$ cat config.mk
export PLATFORM = sky130hd
export DESIGN_NAME = hid_report_descriptor_scanner
export DESIGN_NICKNAME = d
export VERILOG_FILES = /design/src/hrds_pkg.sv /design/src/hrds_result_fifo.sv /design/src/hid_report_descriptor_scanner.sv
export VERILOG_INCLUDE_DIRS = /design/src /design/src/src
export SDC_FILE = /design/constraint.sdc
export NUM_CORES = 1
export LEC_CHECK = 0
export ABC_AREA = 1
export BUFFER_PORTS_ARGS = -buffer_cell sky130_fd_sc_hd__buf_2
export CAP_MARGIN = 20
export CORE_MARGIN = 3
export CORE_UTILIZATION = 50
export DETAILED_ROUTE_END_ITERATION = 10
export PLACE_DENSITY = 0.67
export SLEW_MARGIN = 30
export SYNTH_ARGS = -nofsm -noshare
export SYNTH_HDL_FRONTEND = slang
export SYNTH_SLANG_ARGS = --single-unit
$ cat constraint.sdc
create_clock -name i_clk -period 4.38 [get_ports i_clk]
set_clock_uncertainty 0.2 [all_clocks]
set_input_delay 0.438 -clock i_clk [delete_from_list [all_inputs] [get_ports i_clk]]
set_output_delay 0.438 -clock i_clk [all_outputs]
set_load 0.01 [all_outputs]
$ cat src/hid_report_descriptor_scanner_defines.svh
// Assertion helpers shared by the scanner RTL.
`ifndef HID_REPORT_DESCRIPTOR_SCANNER_DEFINES_SVH
`define HID_REPORT_DESCRIPTOR_SCANNER_DEFINES_SVH

// Checked only out of reset.
`define HRDS_ASSERT(lbl, prop, msg) \
    lbl: assert property (@(posedge i_clk) disable iff (!i_rst_n) prop) else $error(msg);

// Checked on every edge, reset included.
`define HRDS_ASSERT_ALWAYS(lbl, prop, msg) \
    lbl: assert property (@(posedge i_clk) prop) else $error(msg);

`endif

$ cat src/hrds_pkg.sv
package hrds_pkg;

    typedef struct packed {
        logic [7:0] data_byte;
        logic       last_byte;
    } t_in;

    typedef struct packed {
        logic        kind;
        logic [3:0]  entry_index;
        logic [31:0] report_id;
        logic [31:0] report_count;
        logic        direction;
        logic [4:0]  total_entries;
        logic [4:0]  input_entries;
        logic [4:0]  output_entries;
        logic [2:0]  status;
        logic        final_result;
    } t_out;

    // Queue write strobes: second is only ever set together with first.
    typedef struct packed {
        logic first;
        logic second;
    } t_fifo_wr;

    localparam logic [2:0] ST_OK       = 3'd0;
    localparam logic [2:0] ST_LONG     = 3'd1;
    localparam logic [2:0] ST_RESERVED = 3'd2;
    localparam logic [2:0] ST_FULL     = 3'd3;
    localparam logic [2:0] ST_TRUNC    = 3'd4;

    localparam logic KIND_ENTRY   = 1'b0;
    localparam logic KIND_SUMMARY = 1'b1;

    localparam logic DIR_IN  = 1'b0;
    localparam logic DIR_OUT = 1'b1;

    localparam logic [1:0] TYPE_MAIN     = 2'd0;
    localparam logic [1:0] TYPE_GLOBAL   = 2'd1;
    localparam logic [1:0] TYPE_RESERVED = 2'd3;

    localparam logic [3:0] TAG_INPUT        = 4'd8;
    localparam logic [3:0] TAG_OUTPUT       = 4'd9;
    localparam logic [3:0] TAG_REPORT_ID    = 4'd8;
    localparam logic [3:0] TAG_REPORT_COUNT = 4'd9;
    localparam logic [3:0] TAG_LONG         = 4'd15;

    localparam logic [1:0] SIZE_FOUR = 2'd3;

    localparam int FIFO_DEPTH = 4;
    localparam int FIFO_AW    = 2;
    localparam int FIFO_CW    = 3;

endpackage

$ cat src/hrds_result_fifo.sv
`include "hid_report_descriptor_scanner_defines.svh"

module hrds_result_fifo (
    input  logic              i_clk,
    input  logic              i_rst_n,
    input  hrds_pkg::t_fifo_wr i_wr,
    input  hrds_pkg::t_out    i_res0,
    input  hrds_pkg::t_out    i_res1,
    output logic              o_room,
    output logic              o_valid,
    input  logic              i_ready,
    output hrds_pkg::t_out    o_data
);
    import hrds_pkg::*;

    t_out               r_mem [FIFO_DEPTH];
    logic [FIFO_AW-1:0] r_wr_ptr, n_wr_ptr;
    logic [FIFO_AW-1:0] r_rd_ptr, n_rd_ptr;
    logic [FIFO_CW-1:0] r_count, n_count;
    logic               pop;
    logic [FIFO_CW-1:0] push_n;

    assign o_valid = (r_count != '0);
    assign o_data  = r_mem[r_rd_ptr];
    assign o_room  = (r_count <= FIFO_CW'(FIFO_DEPTH - 2));
    assign pop     = o_valid & i_ready;
    assign push_n  = FIFO_CW'(i_wr.first) + FIFO_CW'(i_wr.second);

    always_comb begin
        n_wr_ptr = r_wr_ptr + FIFO_AW'(push_n);
        n_rd_ptr = r_rd_ptr + FIFO_AW'(pop);
        n_count  = r_count + push_n - FIFO_CW'(pop);
    end

    always_ff @(posedge i_clk) begin
        if (!i_rst_n) begin
            r_wr_ptr <= '0;
            r_rd_ptr <= '0;
            r_count  <= '0;
        end else begin
            r_wr_ptr <= n_wr_ptr;
            r_rd_ptr <= n_rd_ptr;
            r_count  <= n_count;
        end
    end

    always_ff @(posedge i_clk) begin
        if (i_wr.first) begin
            r_mem[r_wr_ptr] <= i_res0;
        end
        if (i_wr.second) begin
            r_mem[r_wr_ptr + FIFO_AW'(1)] <= i_res1;
        end
    end

    `HRDS_ASSERT(a_count_bound, r_count <= FIFO_CW'(FIFO_DEPTH), "queue overfilled")
    `HRDS_ASSERT(a_second_needs_first, i_wr.second |-> i_wr.first, "second write alone")
    `HRDS_ASSERT(a_write_needs_room, i_wr.first |-> o_room, "write without room")

endmodule

$ cat src/hid_report_descriptor_scanner.sv
// HID report descriptor scanner.
// Input channel (i_in_valid / o_in_ready / i_in_data) takes one descriptor
// byte per beat, with last_byte set on the final byte of a descriptor.
// Output channel (o_out_valid / i_out_ready / o_out_data) delivers result
// beats: one per Main Input or Main Output item that closes a report entry,
// and one summary beat after the last byte, carrying the entry counts and
// the status of the descriptor. final_result marks the last result caused
// by a byte.
// Results are written into the queue when their byte is accepted. A byte
// is taken every cycle while o_in_ready is high; decode is combinational,
// and results drain through a four-entry queue at one beat a cycle while
// i_out_ready is high. o_in_ready is low while fewer than two queue slots
// are free, so when the receiver stalls the queue fills and input stops
// within a few beats; no result is dropped. A byte that both closes an
// entry and ends the descriptor produces two beats.
// Reset (synchronous, active low) empties the queue and clears the parser
// state; the last byte of every descriptor re-arms the parser the same way.
`include "hid_report_descriptor_scanner_defines.svh"

module hid_report_descriptor_scanner #(
    parameter int MAX_REPORTS = 16
) (
    input  logic           i_clk,
    input  logic           i_rst_n,
    input  logic           i_in_valid,
    output logic           o_in_ready,
    input  hrds_pkg::t_in  i_in_data,
    output logic           o_out_valid,
    input  logic           i_out_ready,
    output hrds_pkg::t_out o_out_data
);
    import hrds_pkg::*;

    localparam int CW = $clog2(MAX_REPORTS + 1);
    localparam logic [CW-1:0] MAX_C = CW'(MAX_REPORTS);

    logic [2:0]    r_rem,   n_rem;
    logic [1:0]    r_pos,   n_pos;
    logic [3:0]    r_tag,   n_tag;
    logic [1:0]    r_type,  n_type;
    logic [31:0]   r_acc,   n_acc;
    logic [31:0]   r_id,    n_id;
    logic [31:0]   r_rcnt,  n_rcnt;
    logic [CW-1:0] r_cnt,   n_cnt;
    logic [CW-1:0] r_incnt, n_incnt;
    logic [CW-1:0] r_outcnt, n_outcnt;
    logic [2:0]    r_err,   n_err;

    logic          accept;
    logic          fin;
    logic          emit;
    logic          entry_dir;
    logic [7:0]    b;
    logic [CW+4:0] w_idx_x, w_tot_x, w_in_x, w_out_x;
    t_out          entry_res, summary_res, res0;
    t_fifo_wr      fifo_wr;
    logic          fifo_room;

    assign accept = i_in_valid & o_in_ready;
    assign b      = i_in_data.data_byte;

    always_comb begin
        n_rem    = r_rem;
        n_pos    = r_pos;
        n_tag    = r_tag;
        n_type   = r_type;
        n_acc    = r_acc;
        n_id     = r_id;
        n_rcnt   = r_rcnt;
        n_cnt    = r_cnt;
        n_incnt  = r_incnt;
        n_outcnt = r_outcnt;
        n_err    = r_err;
        fin       = 1'b0;
        emit      = 1'b0;
        entry_dir = DIR_IN;
        if (accept && (r_err == ST_OK)) begin
            if (r_rem == 3'd0) begin
                n_tag  = b[7:4];
                n_type = b[3:2];
                n_acc  = '0;
                n_pos  = '0;
                if (b[7:4] == TAG_LONG) begin
                    n_err = ST_LONG;
                end else if (b[3:2] == TYPE_RESERVED) begin
                    n_err = ST_RESERVED;
                end else begin
                    n_rem = (b[1:0] == SIZE_FOUR) ? 3'd4 : {1'b0, b[1:0]};
                    fin   = (b[1:0] == 2'd0);
                end
            end else begin
                n_acc = r_acc | ({24'b0, b} << {r_pos, 3'b000});
                n_pos = r_pos + 2'd1;
                n_rem = r_rem - 3'd1;
                fin   = (r_rem == 3'd1);
            end
        end
        if (fin) begin
            if (r_cnt >= MAX_C) begin
                n_err = ST_FULL;
            end else if (n_type == TYPE_GLOBAL) begin
                if (n_tag == TAG_REPORT_ID) begin
                    n_id = n_acc;
                end else if (n_tag == TAG_REPORT_COUNT) begin
                    n_rcnt = n_acc;
                end
            end else if (n_type == TYPE_MAIN &&
                         (n_tag == TAG_INPUT || n_tag == TAG_OUTPUT)) begin
                emit  = 1'b1;
                n_cnt = r_cnt + CW'(1);
                if (n_tag == TAG_INPUT) begin
                    n_incnt = r_incnt + CW'(1);
                end else begin
                    n_outcnt  = r_outcnt + CW'(1);
                    entry_dir = DIR_OUT;
                end
            end
        end
        // truncation check needs the post-byte state, before re-arm
        if (accept && i_in_data.last_byte && n_err == ST_OK && n_rem != 3'd0) begin
            n_err = ST_TRUNC;
        end
    end

    assign w_idx_x = {5'b0, r_cnt};
    assign w_tot_x = {5'b0, n_cnt};
    assign w_in_x  = {5'b0, n_incnt};
    assign w_out_x = {5'b0, n_outcnt};

    always_comb begin
        entry_res                = '0;
        entry_res.kind           = KIND_ENTRY;
        entry_res.entry_index    = w_idx_x[3:0];
        entry_res.report_id      = r_id;
        entry_res.report_count   = r_rcnt;
        entry_res.direction      = entry_dir;
        entry_res.total_entries  = w_tot_x[4:0];
        entry_res.input_entries  = w_in_x[4:0];
        entry_res.output_entries = w_out_x[4:0];
        entry_res.status         = ST_OK;
        entry_res.final_result   = ~i_in_data.last_byte;

        summary_res                = '0;
        summary_res.kind           = KIND_SUMMARY;
        summary_res.total_entries  = w_tot_x[4:0];
        summary_res.input_entries  = w_in_x[4:0];
        summary_res.output_entries = w_out_x[4:0];
        summary_res.status         = n_err;
        summary_res.final_result   = 1'b1;

        res0           = emit ? entry_res : summary_res;
        fifo_wr.first  = accept & (emit | i_in_data.last_byte);
        fifo_wr.second = accept & emit & i_in_data.last_byte;
    end

    always_ff @(posedge i_clk) begin
        if (!i_rst_n || (accept && i_in_data.last_byte)) begin
            r_rem    <= '0;
            r_pos    <= '0;
            r_tag    <= '0;
            r_type   <= '0;
            r_acc    <= '0;
            r_id     <= '0;
            r_rcnt   <= '0;
            r_cnt    <= '0;
            r_incnt  <= '0;
            r_outcnt <= '0;
            r_err    <= ST_OK;
        end else begin
            r_rem    <= n_rem;
            r_pos    <= n_pos;
            r_tag    <= n_tag;
            r_type   <= n_type;
            r_acc    <= n_acc;
            r_id     <= n_id;
            r_rcnt   <= n_rcnt;
            r_cnt    <= n_cnt;
            r_incnt  <= n_incnt;
            r_outcnt <= n_outcnt;
            r_err    <= n_err;
        end
    end

    hrds_result_fifo u_fifo (
        .i_clk   (i_clk),
        .i_rst_n (i_rst_n),
        .i_wr    (fifo_wr),
        .i_res0  (res0),
        .i_res1  (summary_res),
        .o_room  (fifo_room),
        .o_valid (o_out_valid),
        .i_ready (i_out_ready),
        .o_data  (o_out_data)
    );

    assign o_in_ready = fifo_room;

    `HRDS_ASSERT(a_summary_final, (o_out_valid && o_out_data.kind == KIND_SUMMARY) |-> o_out_data.final_result, "summary without final mark")
    `HRDS_ASSERT(a_entry_ok, (o_out_valid && o_out_data.kind == KIND_ENTRY) |-> (o_out_data.status == ST_OK), "entry with error status")
    `HRDS_ASSERT(a_rearm, (accept && i_in_data.last_byte) |=> (r_rem == 3'd0 && r_err == ST_OK && r_cnt == '0), "parser not re-armed after last beat")

endmodule
==> results_dict.tcl <==
set metrics [dict create \
    r2r_cells 12 \
    num_antenna_cells 0 \
    p_leak_nw 12.40 \
    period_minus_slack_ps 3577 \
    cts_tree "done" \
    ys_ff_latch 488 \
    netlist.area_leader.share_pct 37.44 \
    grt_pass1_wl_um 110600 \
    cts_root_buf "clkbuf_16" \
    worst_setup_path_end_kind "flip-flop" \
    max_stage_delay_ps 570 \
    antenna_left 0 \
    drv_slew 0 \
    path_cells "a21oi_4 > nand2_1 > nor2_2 > nand4_2 > clkinv_1 > nand2_2 > nor2_8 > buf_4 > nand2_1 > inv_1 > nor2_1 > nor2_1" \
    synth_xor_area_share_pct 0.4332 \
    highest-signal-layer "met4" \
    critical_path.top_delay_family "simple AND/OR/NAND/NOR gates" \
    hold_path.class "in2reg" \
    drc 0 \
    synth_mux_area_share_pct 0 \
    synthSimpleGateAreaFrac_pct 32.81 \
    critPathArrivalTime_ps 3910 \
    critical-path-slowest-cell "buf_4" \
    synth_area_leaders "dfxtp_1 (37%), nor2_1 (16%), edfxtp_1 (9.7%), nand2_1 (9.3%), o21ai_0 (5.8%)" \
    maxCapViolCount 0 \
    slew_headroom_pct 35.89 \
    drt_wl_total_um 71020 \
    synth_top_family_by_area "simple AND/OR/NAND/NOR gates" \
    synth_cell_type_count 36 \
    synth-compound-area-share_pct 10.55 \
    die_y_um 216.9 \
    placed_cell_area_um2 22940 \
    globalRouteTotalUtil_pct 29.54 \
    final_nets 3220 \
    critPathCapture "u_fifo.r_mem[2][34]$_SDFFE_PP0P_" \
    gr-total-overflow 0 \
    ys_seq_area_share_pct 47.16 \
    synth.most_common_cell "nor2_1" \
    wl_per_cell_um 18.59 \
    dieArea_um2 47050 \
    clk_pin_slew_ps 70 \
    nFillCells 4181 \
    gp_congestion 0.8884 \
    cp-start-kind "flip-flop" \
    path_max_fanout 41 \
    drt_iter0_drc 2264 \
    clockBufferDepth 3 \
    grt_max_degree 147 \
    avgSynthCellArea_um2 6.953 \
    drive_above_1_share_pct 9.054 \
    synthArstFlopShare_pct 0 \
    vias_per_cell 5.540 \
    yosysTopAreaCell "dfxtp_1" \
    critPathKind "reg2reg" \
    max_freq_ghz 0.2795 \
    pin_count 104 \
    worst_skew_pair.late_latency_ps 600 \
    synthAdderAreaFrac_pct 0.8213 \
    holdPathStages 5 \
    core_area_um2 43550 \
    crit_cells 12 \
    postCtsHoldBufs 1 \
    wl_met1_um 30600 \
    numCtsBuffers 53 \
    crit_buf_inv 3 \
    die_width_um 216.9 \
    cts_resized 0 \
    worst_slew_pin_slew_ps 961.6 \
    hold_viol 0 \
    required_ps 4710 \
    h-tree-depth 2 \
    worstSetupStartpoint "u_fifo.r_count[0]$_SDFF_PN0_" \
    reg2reg_slack_ps 800 \
    num_rows 76 \
    peakVddDrop_uv 385.0 \
    wl_met2_um 32400 \
    grt_pass1_vias 19790 \
    finalCritPeriodShare_pct 81.67 \
    antenna_found_initial 0 \
    syn_inst 3199 \
    timing.rr.start "u_fifo.r_count[0]$_SDFF_PN0_" \
    post-cts-setup-buffers 0 \
    outcome "finished clean" \
    wl_met3_um 6022 \
    syn_nets 3226 \
    yosys-top-cells-count "nor2_1 (972), nand2_1 (553), dfxtp_1 (416), o21ai_0 (256), nand3_1 (251)" \
    drt_first_pass_iters 7 \
    yosysWarnings 0 \
    dp_hpwl_um 42370 \
    cts.sinks 488 \
    final_area_um2 24820 \
    tns_ps 0 \
    p_per_area_nw_per_um2 693.5 \
    rsz0062_at_grt "no" \
    num_vias 21170 \
    area_growth_syn_to_layout_pct 11.61 \
    synth_top_flop_cell "dfxtp_1" \
    port_buffers 103 \
    setup_viol 0 \
    rr_endpoint "u_fifo.r_mem[2][34]$_SDFFE_PP0P_" \
    synth_edf_count 72 \
    utilization_pct 57.00 \
    start_util_pct 51.07 \
    syn_area_um2 22240 \
]
## logic make-up after synthesis
family / count (synthesis)
AO/OA/AOI/OAI: 441
flip-flops: 488
AND/OR/NAND/NOR: 1819
XOR/XNOR: 11
adder cells (fa/ha/maj): 14
buffers and inverters: 426
## stage by stage
step	total power, W	cells	hold WS [ps]	setup WS [ps]
detailed placement	0.01251	3722	241.4	831.1
floorplan	0.01050	3199	220.8	1021
finish	0.01721	3821	126.6	802.7
global route	0.01826	3821	160.5	470.6
global placement	0.01234	3722	233.4	907.6
CTS	0.01723	3821	95.41	699.1
## worst min path at each step
stage	start	end	slack, ps
6_report	i_in_data[1]	r_rem[0]$_SDFF_PP0_	130
5_1_grt	i_in_data[1]	r_rem[0]$_SDFF_PP0_	160
4_1_cts	i_in_data[1]	r_rem[0]$_SDFF_PP0_	100
3_5_place_dp	u_fifo.r_mem[2][88]$_SDFFE_PP1P_	u_fifo.r_mem[2][88]$_SDFFE_PP1P_	240
3_3_place_gp	u_fifo.r_mem[1][0]$_SDFFE_PP1P_	u_fifo.r_mem[1][0]$_SDFFE_PP1P_	230
2_1_floorplan	u_fifo.r_mem[2][88]$_SDFFE_PP1P_	u_fifo.r_mem[2][88]$_SDFFE_PP1P_	220
## cell type report
class                      instances  area (µm²)  share of cell area [%]
clock buffer                      77        1653                   6.659
tap                              585       732.0                   2.949
inverter                         216       819.5                   3.302
timing repair buffer             149       913.4                   3.680
multi-input combinational       2285        9992                   40.25
clock inverter                    21       217.7                  0.8771
sequential                       488       10500                   42.28
## state kept, by name, indices dropped and copies added, names as in the netlist
register         cells
u_fifo.r_mem       356
r_outcnt             5
r_acc               32
r_cnt                5
r_err                3
u_fifo.r_count       3
r_rcnt              32
r_pos                2
u_fifo.r_wr_ptr      2
r_type               2
r_tag                4
r_id                32
r_incnt              5
r_rem                3
u_fifo.r_rd_ptr      2
## where the power goes
part           internal [W]  switching, W  leakage [nW]  total [W]
clock network       0.00285       0.00188         0.937    0.00473
logic               0.00201       0.00392          7.37    0.00593
registers           0.00588      0.000679          4.10    0.00655
total                0.0107       0.00648          12.4     0.0172
## layer usage
layer / GRT usage [%] / up-vias
met5: 0 / -
met4: 9.893 / 0
met2: 47.43 / 922
met3: 4.133 / 132
met1: 41.26 / 9995
li1: - / 10120
## tightest hold or removal path, cell delays in order
cell and delay, ps:
buf_2 120, nand2_1 70, nand3_1 90, nand3_1 120
nor2_1 40
## placed cells by master, fill, tap and decap left out, types with 9 or more instances in the layout
cell type / instances
a21oi_1: 98
nor3_1: 9
buf_2: 103
buf_4: 41
nor2_1: 968
clkbuf_8: 14
ha_1: 13
nor2_4: 9
nand2_2: 12
o22ai_1: 67
clkbuf_16: 57
dfxtp_1: 414
nand2_1: 551
nand3_1: 247
edfxtp_1: 72
o21bai_1: 16
clkinv_2: 14
inv_1: 206
o21ai_0: 256
No activity file was read; power rests on OpenSTA's default activity.
